### src/sv/slm_pkg.sv
// ============================================================================
// slm_pkg - shared types and constants for the subsampled luma MSE block
// Field widths, register indexes, state encodings and the divider status.
// ============================================================================
package slm_pkg;

  localparam int unsigned LumaW      = 8;
  localparam int unsigned RegW       = 13;
  localparam int unsigned SumW       = 38;
  localparam int unsigned MeanW      = 24;
  localparam int unsigned CntOutW    = 23;
  localparam int unsigned FracW      = 8;
  localparam int unsigned SqW        = 2 * LumaW;
  localparam int unsigned ApbDataW   = 32;
  localparam int unsigned ApbAddrW   = 3;
  localparam int unsigned DefMaxWidth  = 4096;
  localparam int unsigned DefMaxHeight = 4096;

  // register index, taken from paddr[2]
  typedef enum logic [0:0] {
    REG_FRAME_WIDTH  = 1'b0,
    REG_FRAME_HEIGHT = 1'b1
  } reg_idx_e;

  typedef enum logic [1:0] {
    ST_IDLE,
    ST_ACCUM,
    ST_DIVIDE,
    ST_EMIT
  } top_state_e;

  typedef enum logic [1:0] {
    DV_IDLE,
    DV_CHECK,
    DV_RUN,
    DV_DONE
  } div_state_e;

  // position flags of the pixel at the counters
  typedef struct packed {
    logic sample;
    logic frame_end;
  } pos_info_t;

  // divider handshake toward the sequencer
  typedef struct packed {
    logic start;
    logic done;
  } div_ctl_t;

endpackage

### src/sv/subsampled_luma_mse_top.sv
// ============================================================================
// subsampled_luma_mse_top - subsampled luma mean squared error
// Accumulates squared luma differences over even rows and columns and emits
// the frame sum, sample count and 8-fraction-bit mean on the last pixel.
// ============================================================================
// Flow: an ordinary pixel item occupies the block through the accept state
//   and then the square and accumulate state. The last pixel of a frame
//   also goes through one overflow check, 24 divider steps, a done state and
//   the result load, which waits while the result slot is full. No new item
//   is taken until the block is back in its idle state.
// Reset: rst_ni is asynchronous, active low; it clears the position counters,
//   the accumulator and the sequencer, and sets both size registers to 1.
module subsampled_luma_mse_top #(
  parameter int unsigned MAX_WIDTH  = slm_pkg::DefMaxWidth,
  parameter int unsigned MAX_HEIGHT = slm_pkg::DefMaxHeight
) (
  input  logic                           clk_i,
  input  logic                           rst_ni,
  // pixel pair channel
  input  logic                           in_valid_i,
  output logic                           in_ready_o,
  input  logic [slm_pkg::LumaW-1:0]      prev_luma_i,
  input  logic [slm_pkg::LumaW-1:0]      curr_luma_i,
  // result channel
  output logic                           out_valid_o,
  input  logic                           out_ready_i,
  output logic [slm_pkg::MeanW-1:0]      mean_sq_q8_o,
  output logic [slm_pkg::SumW-1:0]       sum_squares_o,
  output logic [slm_pkg::CntOutW-1:0]    sample_count_o,
  // configuration port
  input  logic                           psel,
  input  logic                           penable,
  input  logic                           pwrite,
  input  logic [slm_pkg::ApbAddrW-1:0]   paddr,
  input  logic [slm_pkg::ApbDataW-1:0]   pwdata,
  output logic [slm_pkg::ApbDataW-1:0]   prdata,
  output logic                           pready
);
  import slm_pkg::*;

  localparam int unsigned HWW   = $clog2((MAX_WIDTH + 1) / 2 + 1);
  localparam int unsigned HWH   = $clog2((MAX_HEIGHT + 1) / 2 + 1);
  localparam int unsigned CNT_W = HWW + HWH;

  // --------------------------------------------------------------------------
  // Configuration registers
  // --------------------------------------------------------------------------
  logic [RegW-1:0] width_q, height_q;
  logic            cfg_wr;

  assign pready = 1'b1;
  assign cfg_wr = psel & penable & pwrite & pready;

  always_ff @(posedge clk_i or negedge rst_ni) begin
    if (!rst_ni) begin
      width_q  <= RegW'(1);
      height_q <= RegW'(1);
    end else if (cfg_wr) begin
      if (paddr[2] == REG_FRAME_WIDTH) begin
        width_q <= pwdata[RegW-1:0];
      end else begin
        height_q <= pwdata[RegW-1:0];
      end
    end
  end

  // read back the addressed size register
  always_comb begin
    if (paddr[2] == REG_FRAME_WIDTH) begin
      prdata = ApbDataW'(width_q);
    end else begin
      prdata = ApbDataW'(height_q);
    end
  end

  // --------------------------------------------------------------------------
  // Position counters
  // --------------------------------------------------------------------------
  pos_info_t        pos_info;
  logic [CNT_W-1:0] count;
  logic             in_acc;

  assign in_acc = in_valid_i & in_ready_o;

  slm_frame_ctr #(
    .MAX_WIDTH  (MAX_WIDTH),
    .MAX_HEIGHT (MAX_HEIGHT),
    .CNT_W      (CNT_W)
  ) u_ctr (
    .clk_i        (clk_i),
    .rst_ni       (rst_ni),
    .width_reg_i  (width_q),
    .height_reg_i (height_q),
    .advance_i    (in_acc),
    .info_o       (pos_info),
    .count_o      (count)
  );

  // --------------------------------------------------------------------------
  // Sequencer
  // --------------------------------------------------------------------------
  top_state_e state_q, state_d;
  div_ctl_t   div_ctl;
  logic       emit_go;
  logic       out_valid_q, out_valid_d;
  logic       samp_q;
  logic       fend_q;

  // the result slot frees when empty or when its item is being taken
  assign emit_go = ~out_valid_q | out_ready_i;

  always_comb begin
    state_d = state_q;
    case (state_q)
      ST_IDLE:   if (in_acc) state_d = ST_ACCUM;
      ST_ACCUM:  state_d = fend_q ? ST_DIVIDE : ST_IDLE;
      ST_DIVIDE: if (div_ctl.done) state_d = ST_EMIT;
      ST_EMIT:   if (emit_go) state_d = ST_IDLE;
      default:   state_d = ST_IDLE;
    endcase
  end

  always_comb begin
    in_ready_o = (state_q == ST_IDLE);
  end

  assign div_ctl.start = (state_q == ST_ACCUM) && fend_q;

  always_ff @(posedge clk_i or negedge rst_ni) begin
    if (!rst_ni) begin
      state_q <= ST_IDLE;
    end else begin
      state_q <= state_d;
    end
  end

  // --------------------------------------------------------------------------
  // Square and accumulate
  // --------------------------------------------------------------------------
  logic [LumaW-1:0] diff_q;
  logic [CNT_W-1:0] cnt_q;
  logic [SqW-1:0]   square;
  logic [SumW:0]    sum_wide;
  logic [SumW-1:0]  sum_q, sum_d;

  // latch the pixel's difference and position flags on accept
  always_ff @(posedge clk_i) begin
    if (in_acc) begin
      diff_q <= (prev_luma_i > curr_luma_i) ? (prev_luma_i - curr_luma_i)
                                            : (curr_luma_i - prev_luma_i);
      cnt_q  <= count;
    end
  end

  always_ff @(posedge clk_i or negedge rst_ni) begin
    if (!rst_ni) begin
      samp_q <= 1'b0;
      fend_q <= 1'b0;
    end else if (in_acc) begin
      samp_q <= pos_info.sample;
      fend_q <= pos_info.frame_end;
    end
  end

  assign square   = samp_q ? (SqW'(diff_q) * SqW'(diff_q)) : '0;
  assign sum_wide = {1'b0, sum_q} + (SumW+1)'(square);

  // saturate on carry out; drop the sum once the result is loaded
  always_comb begin
    sum_d = sum_q;
    if (state_q == ST_ACCUM) begin
      sum_d = sum_wide[SumW] ? '1 : sum_wide[SumW-1:0];
    end else if ((state_q == ST_EMIT) && emit_go) begin
      sum_d = '0;
    end
  end

  always_ff @(posedge clk_i or negedge rst_ni) begin
    if (!rst_ni) begin
      sum_q <= '0;
    end else begin
      sum_q <= sum_d;
    end
  end

  // --------------------------------------------------------------------------
  // Mean divider
  // --------------------------------------------------------------------------
  logic [MeanW-1:0] quot;

  slm_divider #(
    .CNT_W (CNT_W)
  ) u_div (
    .clk_i     (clk_i),
    .rst_ni    (rst_ni),
    .start_i   (div_ctl.start),
    .sum_i     (sum_d),
    .divisor_i (cnt_q),
    .done_o    (div_ctl.done),
    .quot_o    (quot)
  );

  // --------------------------------------------------------------------------
  // Result register
  // --------------------------------------------------------------------------
  logic [MeanW-1:0]   mean_q;
  logic [SumW-1:0]    sum_out_q;
  logic [CntOutW-1:0] cnt_out_q;
  logic               load_out;

  assign load_out = (state_q == ST_EMIT) && emit_go;

  always_comb begin
    out_valid_d = out_valid_q;
    if (load_out) begin
      out_valid_d = 1'b1;
    end else if (out_ready_i) begin
      out_valid_d = 1'b0;
    end
  end

  always_ff @(posedge clk_i or negedge rst_ni) begin
    if (!rst_ni) begin
      out_valid_q <= 1'b0;
    end else begin
      out_valid_q <= out_valid_d;
    end
  end

  always_ff @(posedge clk_i) begin
    if (load_out) begin
      mean_q    <= quot;
      sum_out_q <= sum_q;
      cnt_out_q <= CntOutW'(cnt_q);
    end
  end

  assign out_valid_o    = out_valid_q;
  assign mean_sq_q8_o   = mean_q;
  assign sum_squares_o  = sum_out_q;
  assign sample_count_o = cnt_out_q;

endmodule

### src/sv/slm_frame_ctr.sv
// ============================================================================
// slm_frame_ctr - raster position counters
// Clamps the size registers, tracks column and row, flags sampled pixels and
// the frame end, and forms the sample count ceil(h/2)*ceil(w/2).
// ============================================================================
module slm_frame_ctr #(
  parameter int unsigned MAX_WIDTH  = slm_pkg::DefMaxWidth,
  parameter int unsigned MAX_HEIGHT = slm_pkg::DefMaxHeight,
  parameter int unsigned CNT_W      = 24
) (
  input  logic                       clk_i,
  input  logic                       rst_ni,
  input  logic [slm_pkg::RegW-1:0]   width_reg_i,
  input  logic [slm_pkg::RegW-1:0]   height_reg_i,
  input  logic                       advance_i,
  output slm_pkg::pos_info_t         info_o,
  output logic [CNT_W-1:0]           count_o
);
  import slm_pkg::*;

  localparam int unsigned WW   = $clog2(MAX_WIDTH + 1);
  localparam int unsigned HW   = $clog2(MAX_HEIGHT + 1);
  localparam int unsigned HWW  = $clog2((MAX_WIDTH + 1) / 2 + 1);
  localparam int unsigned HWH  = $clog2((MAX_HEIGHT + 1) / 2 + 1);

  logic [WW-1:0] col_q, col_d;
  logic [HW-1:0] row_q, row_d;
  logic [WW-1:0] w_eff;
  logic [HW-1:0] h_eff;
  logic [WW:0]   w_plus;
  logic [HW:0]   h_plus;
  logic [HWW-1:0] w_half;
  logic [HWH-1:0] h_half;
  logic          row_end;

  // zero acts as one, oversize saturates to the maximum
  always_comb begin
    if (width_reg_i == '0) begin
      w_eff = WW'(1);
    end else if (32'(width_reg_i) > 32'(MAX_WIDTH)) begin
      w_eff = WW'(MAX_WIDTH);
    end else begin
      w_eff = WW'(width_reg_i);
    end
    if (height_reg_i == '0) begin
      h_eff = HW'(1);
    end else if (32'(height_reg_i) > 32'(MAX_HEIGHT)) begin
      h_eff = HW'(MAX_HEIGHT);
    end else begin
      h_eff = HW'(height_reg_i);
    end
  end

  assign row_end          = ({1'b0, col_q} + (WW+1)'(1)) >= {1'b0, w_eff};
  assign info_o.frame_end = row_end && (({1'b0, row_q} + (HW+1)'(1)) >= {1'b0, h_eff});
  assign info_o.sample    = ~col_q[0] & ~row_q[0];

  assign w_plus  = {1'b0, w_eff} + (WW+1)'(1);
  assign h_plus  = {1'b0, h_eff} + (HW+1)'(1);
  assign w_half  = HWW'(w_plus >> 1);
  assign h_half  = HWH'(h_plus >> 1);
  assign count_o = CNT_W'(h_half) * CNT_W'(w_half);

  always_comb begin
    col_d = col_q;
    row_d = row_q;
    if (advance_i) begin
      if (info_o.frame_end) begin
        col_d = '0;
        row_d = '0;
      end else if (row_end) begin
        col_d = '0;
        row_d = row_q + HW'(1);
      end else begin
        col_d = col_q + WW'(1);
      end
    end
  end

  always_ff @(posedge clk_i or negedge rst_ni) begin
    if (!rst_ni) begin
      col_q <= '0;
      row_q <= '0;
    end else begin
      col_q <= col_d;
      row_q <= row_d;
    end
  end

endmodule

### src/sv/slm_divider.sv
// ============================================================================
// slm_divider - iterative restoring divider for the frame mean
// Computes floor(sum * 256 / count), one quotient bit per cycle, saturating
// at the 24-bit maximum.
// ============================================================================
module slm_divider #(
  parameter int unsigned CNT_W = 24
) (
  input  logic                       clk_i,
  input  logic                       rst_ni,
  input  logic                       start_i,
  input  logic [slm_pkg::SumW-1:0]   sum_i,
  input  logic [CNT_W-1:0]           divisor_i,
  output logic                       done_o,
  output logic [slm_pkg::MeanW-1:0]  quot_o
);
  import slm_pkg::*;

  // high part of the dividend that lies above the quotient bits
  localparam int unsigned HiW   = SumW + FracW - MeanW;
  localparam int unsigned LoW   = SumW - HiW;
  localparam int unsigned RemW  = ((CNT_W > HiW) ? CNT_W : HiW) + 1;
  localparam int unsigned StepW = $clog2(MeanW);

  div_state_e state_q, state_d;
  logic [RemW-1:0]  rem_q;
  logic [MeanW-1:0] low_q;
  logic [CNT_W-1:0] div_q;
  logic [StepW-1:0] step_q;
  logic [RemW-1:0]  div_ext;
  logic [RemW-1:0]  trial;
  logic             fits;
  logic             last_step;

  assign div_ext   = RemW'(div_q);
  assign trial     = {rem_q[RemW-2:0], low_q[MeanW-1]};
  assign fits      = trial >= div_ext;
  assign last_step = step_q == StepW'(MeanW - 1);

  always_comb begin
    state_d = state_q;
    case (state_q)
      DV_IDLE:  if (start_i) state_d = DV_CHECK;
      DV_CHECK: state_d = (rem_q >= div_ext) ? DV_DONE : DV_RUN;
      DV_RUN:   if (last_step) state_d = DV_DONE;
      DV_DONE:  state_d = DV_IDLE;
      default:  state_d = DV_IDLE;
    endcase
  end

  always_comb begin
    done_o = (state_q == DV_DONE);
  end

  assign quot_o = low_q;

  always_ff @(posedge clk_i or negedge rst_ni) begin
    if (!rst_ni) begin
      state_q <= DV_IDLE;
    end else begin
      state_q <= state_d;
    end
  end

  // datapath: low_q shifts dividend bits out and quotient bits in
  always_ff @(posedge clk_i) begin
    case (state_q)
      DV_IDLE: begin
        if (start_i) begin
          rem_q  <= RemW'(sum_i[SumW-1:LoW]);
          low_q  <= {sum_i[LoW-1:0], FracW'(0)};
          div_q  <= divisor_i;
          step_q <= '0;
        end
      end
      DV_CHECK: begin
        if (rem_q >= div_ext) begin
          low_q <= '1;
        end
      end
      DV_RUN: begin
        rem_q  <= fits ? (trial - div_ext) : trial;
        low_q  <= {low_q[MeanW-2:0], fits};
        step_q <= step_q + StepW'(1);
      end
      default: begin
      end
    endcase
  end

endmodule

### config.mk
export PLATFORM = sky130hd
export DESIGN_NAME = subsampled_luma_mse_top
export DESIGN_NICKNAME = d
export VERILOG_FILES = /design/src/sv/slm_pkg.sv /design/src/sv/subsampled_luma_mse_top.sv /design/src/sv/slm_frame_ctr.sv /design/src/sv/slm_divider.sv
export SDC_FILE = /design/constraint.sdc
export NUM_CORES = 1
export LEC_CHECK = 0
export BUFFER_PORTS_ARGS = -buffer_cell sky130_fd_sc_hd__buf_2
export CORE_MARGIN = 8
export CORE_UTILIZATION = 35
export DETAILED_ROUTE_END_ITERATION = 10
export PLACE_DENSITY = 0.55
export SLEW_MARGIN = 10
export SYNTH_ARGS = -nofsm -noshare
export SYNTH_HDL_FRONTEND = slang
export SYNTH_HIERARCHICAL = 1
export SYNTH_SLANG_ARGS = --single-unit
### constraint.sdc
create_clock -name clk_i -period 17.32 [get_ports clk_i]
set_input_delay 1.732 -clock clk_i [delete_from_list [all_inputs] [get_ports clk_i]]
set_output_delay 1.732 -clock clk_i [all_outputs]
set_load 0.005 [all_outputs]
# After elaboration in Yosys (flattened, before gate mapping)
# Cells that the tools add are included.
dict set report classes {
  addsub 11
  multipliers 2
  div 0
  n_lt_le_gt_ge 7
  n_eq_ne 13
  shift 0
  muxes 33
  n_bitwise 9
  reduce_logical 19
}
# cell count
set op_table {}
lappend op_table {{two-way mux 13 bit} 9}
lappend op_table {{two-way mux 38 bit} 3}
lappend op_table {{case mux 24 bit (3 select lines)} 1}
lappend op_table {{adder 13 x 1 -> 13 bit, second input constant} 4}
lappend op_table {{>= comparator 25 x 24 -> 1 bit} 2}
lappend op_table {{two-way mux 25 bit} 2}
lappend op_table {{case mux 25 bit (2 select lines)} 1}
lappend op_table {{two-way mux 24 bit} 2}
lappend op_table {{adder 38 x 16 -> 39 bit} 1}
lappend op_table {{adder 13 x 1 -> 14 bit, second input constant} 2}
lappend op_table {{>= comparator 14 x 13 -> 1 bit} 2}
lappend op_table {{greater-than comparator 13 bit, second input constant} 2}
lappend op_table {{logical NOT 13 bit} 2}
lappend op_table {{subtractor 25 x 24 -> 25 bit} 1}
lappend op_table {{multiplier 12 x 12 -> 24 bit} 1}
lappend op_table {{multiplier 8 x 8 -> 16 bit} 1}
lappend op_table {{two-way mux 16 bit} 1}
lappend op_table {{case mux 2 bit (4 select lines)} 2}
lappend op_table {{subtractor 8 bit} 2}
lappend op_table {{two-way mux 2 bit} 6}
lappend op_table {{AND reduction 2 bit} 6}
lappend op_table {{!= test 2 x 1 -> 1 bit, second input constant} 5}
lappend op_table {{case mux 5 bit (2 select lines)} 1}
lappend op_table {{== test 2 bit, second input constant} 4}
lappend op_table {{other kinds (16)} 31}
dict set report word_totals {
  regBits 292
  latch_bits 0
  ram_bits 0
  mem_bits_ro 0
  output_inout_bits 120
  mem_count 0
}

# Depth between registers and ports, before layout
dict set report depth {
  depth_word 7
  depth_mapped 29
}

# Hierarchy
# Netlist, hierarchy kept.
# module n_inst cells_per_inst area_per_inst_um2
set modules_own_cells {}
lappend modules_own_cells {subsampled_luma_mse_top 1 819 9977.1}
lappend modules_own_cells {slm_frame_ctr 1 878 7379.6}
lappend modules_own_cells {slm_divider 1 523 5348.9}

# Least setup slack after synthesis
# OpenSTA, ideal clock, no wires.
dict set report synth_path {
  kind {reg-to-reg}
  from {reg height_q[7]}
  to {reg cnt_q[22], data pin}
  t_arrival_ps 6754
  required_ps 17113
  slack_ps 10358
  path_stages_with_launch 27
  cell_sequence {dfrtp_1 nor4_1 a31oi_1 nor2_1 ha_1 nand3_1 nor3_2 and2_1 nand4_1 xor2_1 clkbuf_1 nand2_1 fa_1 inv_1 fa_1 fa_1 fa_1 inv_1 fa_1 inv_1 ha_1 and2_1 or2_1 a21o_1 a221o_1 mux2i_1 a2111oi_0}
}
dict set report synth_via {
  elab_chain_len 5
  word_cells_on_any_way 6
}
# element line
set synth_rtl {}
lappend synth_rtl {{start, declared} subsampled_luma_mse_top.sv:48} ;# logic [RegW-1:0] width_q, height_q;
lappend synth_rtl {{start signal, assigned} subsampled_luma_mse_top.sv:57} ;# height_q <= RegW'(1);
lappend synth_rtl {{start signal, assigned} subsampled_luma_mse_top.sv:62} ;# height_q <= pwdata[RegW-1:0];
lappend synth_rtl {{greater-than comparator 13 bit} slm_frame_ctr.sv:47} ;# end else if (32'(height_reg_i) > 32'(MAX_HEIGHT)) begin
lappend synth_rtl {{two-way mux 13 bit} slm_frame_ctr.sv:47}
lappend synth_rtl {{two-way mux 13 bit (*)} slm_frame_ctr.sv:45} ;# if (height_reg_i == '0) begin
lappend synth_rtl {{adder 13 x 1 -> 13 bit (*)} slm_frame_ctr.sv:59} ;# assign h_plus = {1'b0, h_eff} + (HW+1)'(1);
lappend synth_rtl {{multiplier 12 x 12 -> 24 bit (*)} slm_frame_ctr.sv:62} ;# assign count_o = CNT_W'(h_half) * CNT_W'(w_half);
lappend synth_rtl {{named net count[22]} subsampled_luma_mse_top.sv:80} ;# logic [CNT_W-1:0] count;
lappend synth_rtl {{end signal, assigned} subsampled_luma_mse_top.sv:151} ;# cnt_q <= count;
lappend synth_rtl {{end, declared} subsampled_luma_mse_top.sv:141} ;# logic [CNT_W-1:0] cnt_q;
# The timed path passes the listed nets; every way through them passes the cells marked *.
# A chain may end at the register's enable or synchronous reset.

# Worst setup path after layout
# Ends and elaborated chain as after synthesis.

==> key figures <==
Placed design
  – IO Port Bufs: 136
  – Placed Cells: 3163
  – DP Worst Slack: 9.13 ns
  – Post-DP Area: 24200 µm²
  – Global placer's final weighted congestion: 0.886
  – DP HPWL: 42.4 mm

Clocking
  – CTS Buffer Depth: 3
  – Hold-fix buffers, CTS: 0
  – Post-CTS Repair Setup Buffers: 0
  – Resized cells post-CTS: 0
  – Clock sinks: 292
  – CTS clock-pin slew for the worst setup and hold paths: 0.05 ns
  – CTS Root Buffer Type: clkbuf_16
  – Worst-Skew Late Latency: 0.56 ns
  – Htree depth: 2
  – CTS tree: done
  – Inserted Clock Buffers: 37

Run
  – Max Cap Viol: 0

Hold path
  – Hold Path Class: flop to flop
  – Worst Hold Depth: 0

Floorplan
  – Area of the core: 64300 µm²
  – Die height: 271 µm
  – Initial Util: 0.353
  – Top Ports: 178
  – Die area: 73300 µm²
  – Die Span X: 271 µm
  – Row count: 93

Layout
  – N_diodes: 0
  – Layout Cells excl Fill: 3231
  – Util after Layout: 0.396
  – Area grow syn2layout: 12.2%
  – Final net count: 2738
  – Post-route cell area: 25500 µm²
  – Layout cells sized above 1: 0.129

Synth
  – Cell with the most instances after synthesis: inv_1
  – Number of synthesized register bits: 292
  – Synth top area cells: edfxtp_1, ha_1, fa_1
  – Register area share after synthesis: 0.365
  – Mean post-synth cell area: 10.2 µm²
  – Post-synth EDFFs: 195
  – Top cells by count, synth: inv_1, ha_1, edfxtp_1
  – Leading area contributor after synthesis: edfxtp_1
  – Ys Warns: 6
  – Top cell type's share of synthesized area: 0.258
  – Post-Synthesis Cells: 2220
  – Top FF cell, synth: edfxtp_1
  – Mapped Area: 22700 µm²
  – Post-synthesis async set-or-reset flop share: 0.332
  – Synth cell types: 100

Timing
  – Final min period: 8.27 ns
  – PnR worst setup slack: 9.05 ns
  – Part of the cycle the worst path needs: 0.478
  – Final Hold Fails: 0
  – Rel. slew slack: 0.179
  – Count of pins over their slew limit: 0
  – Clock Skews: 0.0151 ns
  – Endpoints failing setup: 0
  – Fin Hold WS: 0.418 ns
  – Unrepaired setup endpoints after global routing: no
  – Fmax: 121 MHz
  – Worst-Margin Slew: 1.22 ns
  – Setup_tns: 0 ns

Routing
  – DRT Wirelength: 55.0 mm
  – Final ANT Viol Nets: 0
  – WL/cell: 17.0 µm
  – Initial drt markers: 1114
  – Vias per inst: 5.12
  – Total vias in the final route: 16500
  – First-pass DRT Iterations: 6
  – DRC viols: 0

Worst setup path
  – Critical Path RT: 17.60 ns
  – Cell depth of the worst setup path: 25
  – Setup CP Type: flop to flop
  – Startpoint types: flop
  – Cell family with the largest share of critical-path delay: adder cells
  – Critical path buffers and inverters: 3
  – Crit-path max cell delay: 0.89 ns
  – CP Max Fanout: 12
  – R2R depth: 25
  – CP most frequent cell: fa_1
  – Worst Path Arrival: 8.55 ns
  – Worst Setup End Kind: flop
  – Worst path slowest cell: xor2_1

Global routing
  – GRT Resource Usage Total: 0.148
  – First-pass GRT wire length: 90.4 mm
  – Vias in the first global route: 17000
  – Initial antenna violation count: 0
  – Grt ovf: 0
  – Largest net degree at the start of global routing: 83

Pwr
  – Pint: 2.77 mW
  – Clock power frac: 0.163
  – Cell Pwr Density: 198 nW/µm²
  – Sw Share: 0.452
  – Power share of the combinational group: 0.593
  – Peak VDD IR: 0.200 mV
  – Reg power frac: 0.245
  – Total Power: 5.06 mW
  – P_leak: 11.3 nW
  – Switch Pwr: 2.29 mW

Status
  – Status: finished clean
## kinds of logic after synthesis
family / synth area share
compound gates: 0.128
xor+xnor: 0.0457
fa+ha+maj: 0.225
buf+inv: 0.0605
flops: 0.365
mux: 0.0320
other cells: 0.000331
simple gates: 0.143
## worst register-to-register path: stages, from the launching register on
cell and delay [ns]:
dfrtp_1 0.48, nor4_1 0.33, a31oi_1 0.13, nor2_1 0.18, ha_1 0.26, nand3_1 0.14, nor3_2 0.30, and2_1 0.25
nand4_1 0.13, xor2_1 0.89, nand2_1 0.19, fa_1 0.58, inv_1 0.05, fa_1 0.53, fa_1 0.44, fa_1 0.55
inv_1 0.06, fa_1 0.53, inv_1 0.04, ha_1 0.35, and2_1 0.20, or2_1 0.23, a21o_1 0.18, a221o_1 0.38
mux2i_1 0.13, a2111oi_0 0.47
## final timing paths
| kind | start | to | slack, ns |
|---|---|---|---|
| worst min-delay path | cnt_q[23]$_DFFE_PP_ | u_div/div_q[23]$_DFFE_PP_ | 0.42 |
| max in group asynchronous | rst_ni | sum_q[32]$_DFF_PN0_ | 14.89 |
| min in group asynchronous | rst_ni | u_ctr/col_q[11]$_DFFE_PN0P_ | 1.14 |
| worst min register to register | cnt_q[23]$_DFFE_PP_ | u_div/div_q[23]$_DFFE_PP_ | 0.42 |
| worst max-delay path | height_q[7]$_DFFE_PN0P_ | cnt_q[22]$_DFFE_PP_ | 9.05 |
| worst max register to register | height_q[7]$_DFFE_PN0P_ | cnt_q[22]$_DFFE_PP_ | 9.05 |
## registers in the layout, summed over array words and instances, names as in the netlist, 5 cells and up, named ones only
name and cells:
sum_q 38, sum_squares_o 38, u_div/rem_q 25, cnt_q 24
mean_sq_q8_o 24, u_div/div_q 24, u_div/quot_o 24, sample_count_o 23
height_q 13, u_ctr/col_q 13, u_ctr/row_q 13, width_q 13
diff_q 8, u_div/step_q 5
## layer usage
metal / part of all wire / vias to the layer above / routed length (µm) / global-route usage
met5: 0 / - / 0 / 0
met2: 0.48 / 380 / 26500 / 0.254
met3: 0.045 / 68 / 2450 / 0.0249
li1: - / 8003 / - / -
met4: 0.017 / 0 / 962 / 0.0356
met1: 0.46 / 8089 / 25100 / 0.193
## layout by cell type (no fill, tap or decap), types with 36 or more instances in the layout
| cell | instances |
|---|---|
| xnor2_1 | 63 |
| nand3_1 | 47 |
| ha_1 | 205 |
| o21ai_0 | 61 |
| mux2_2 | 41 |
| nor2_1 | 132 |
| edfxtp_1 | 195 |
| xor2_1 | 48 |
| nand2_1 | 191 |
| fa_1 | 127 |
| dfrtp_1 | 95 |
| inv_1 | 239 |
| clkbuf_16 | 38 |
| a21oi_1 | 167 |
| nor2b_1 | 36 |
| buf_2 | 135 |
| and2_1 | 64 |
## power by group through the flow
stage | Combinational (mW) | Clock (mW) | Sequential, mW
2_1_floorplan | 2.38 | 0 | 1.17
3_3_place_gp | 2.92 | 0 | 1.25
3_5_place_dp | 2.98 | 0 | 1.25
4_1_cts | 3.00 | 0.854 | 1.24
5_1_grt | 3.42 | 0.875 | 1.26
6_report | 3.00 | 0.822 | 1.24
## final cells by class
cell class                      count  area, µm²
Fill cell                        6276      38900
Multi-Input combinational cell   1625      13100
Sequential cell                   292       8290
Tap cell                          855       1070
Clock buffer                       48       1010
Inverter                          243        915
Timing Repair Buffer              148        773
Clock inverter                     20        290
Note: power is estimated with default switching activity, not from simulation.
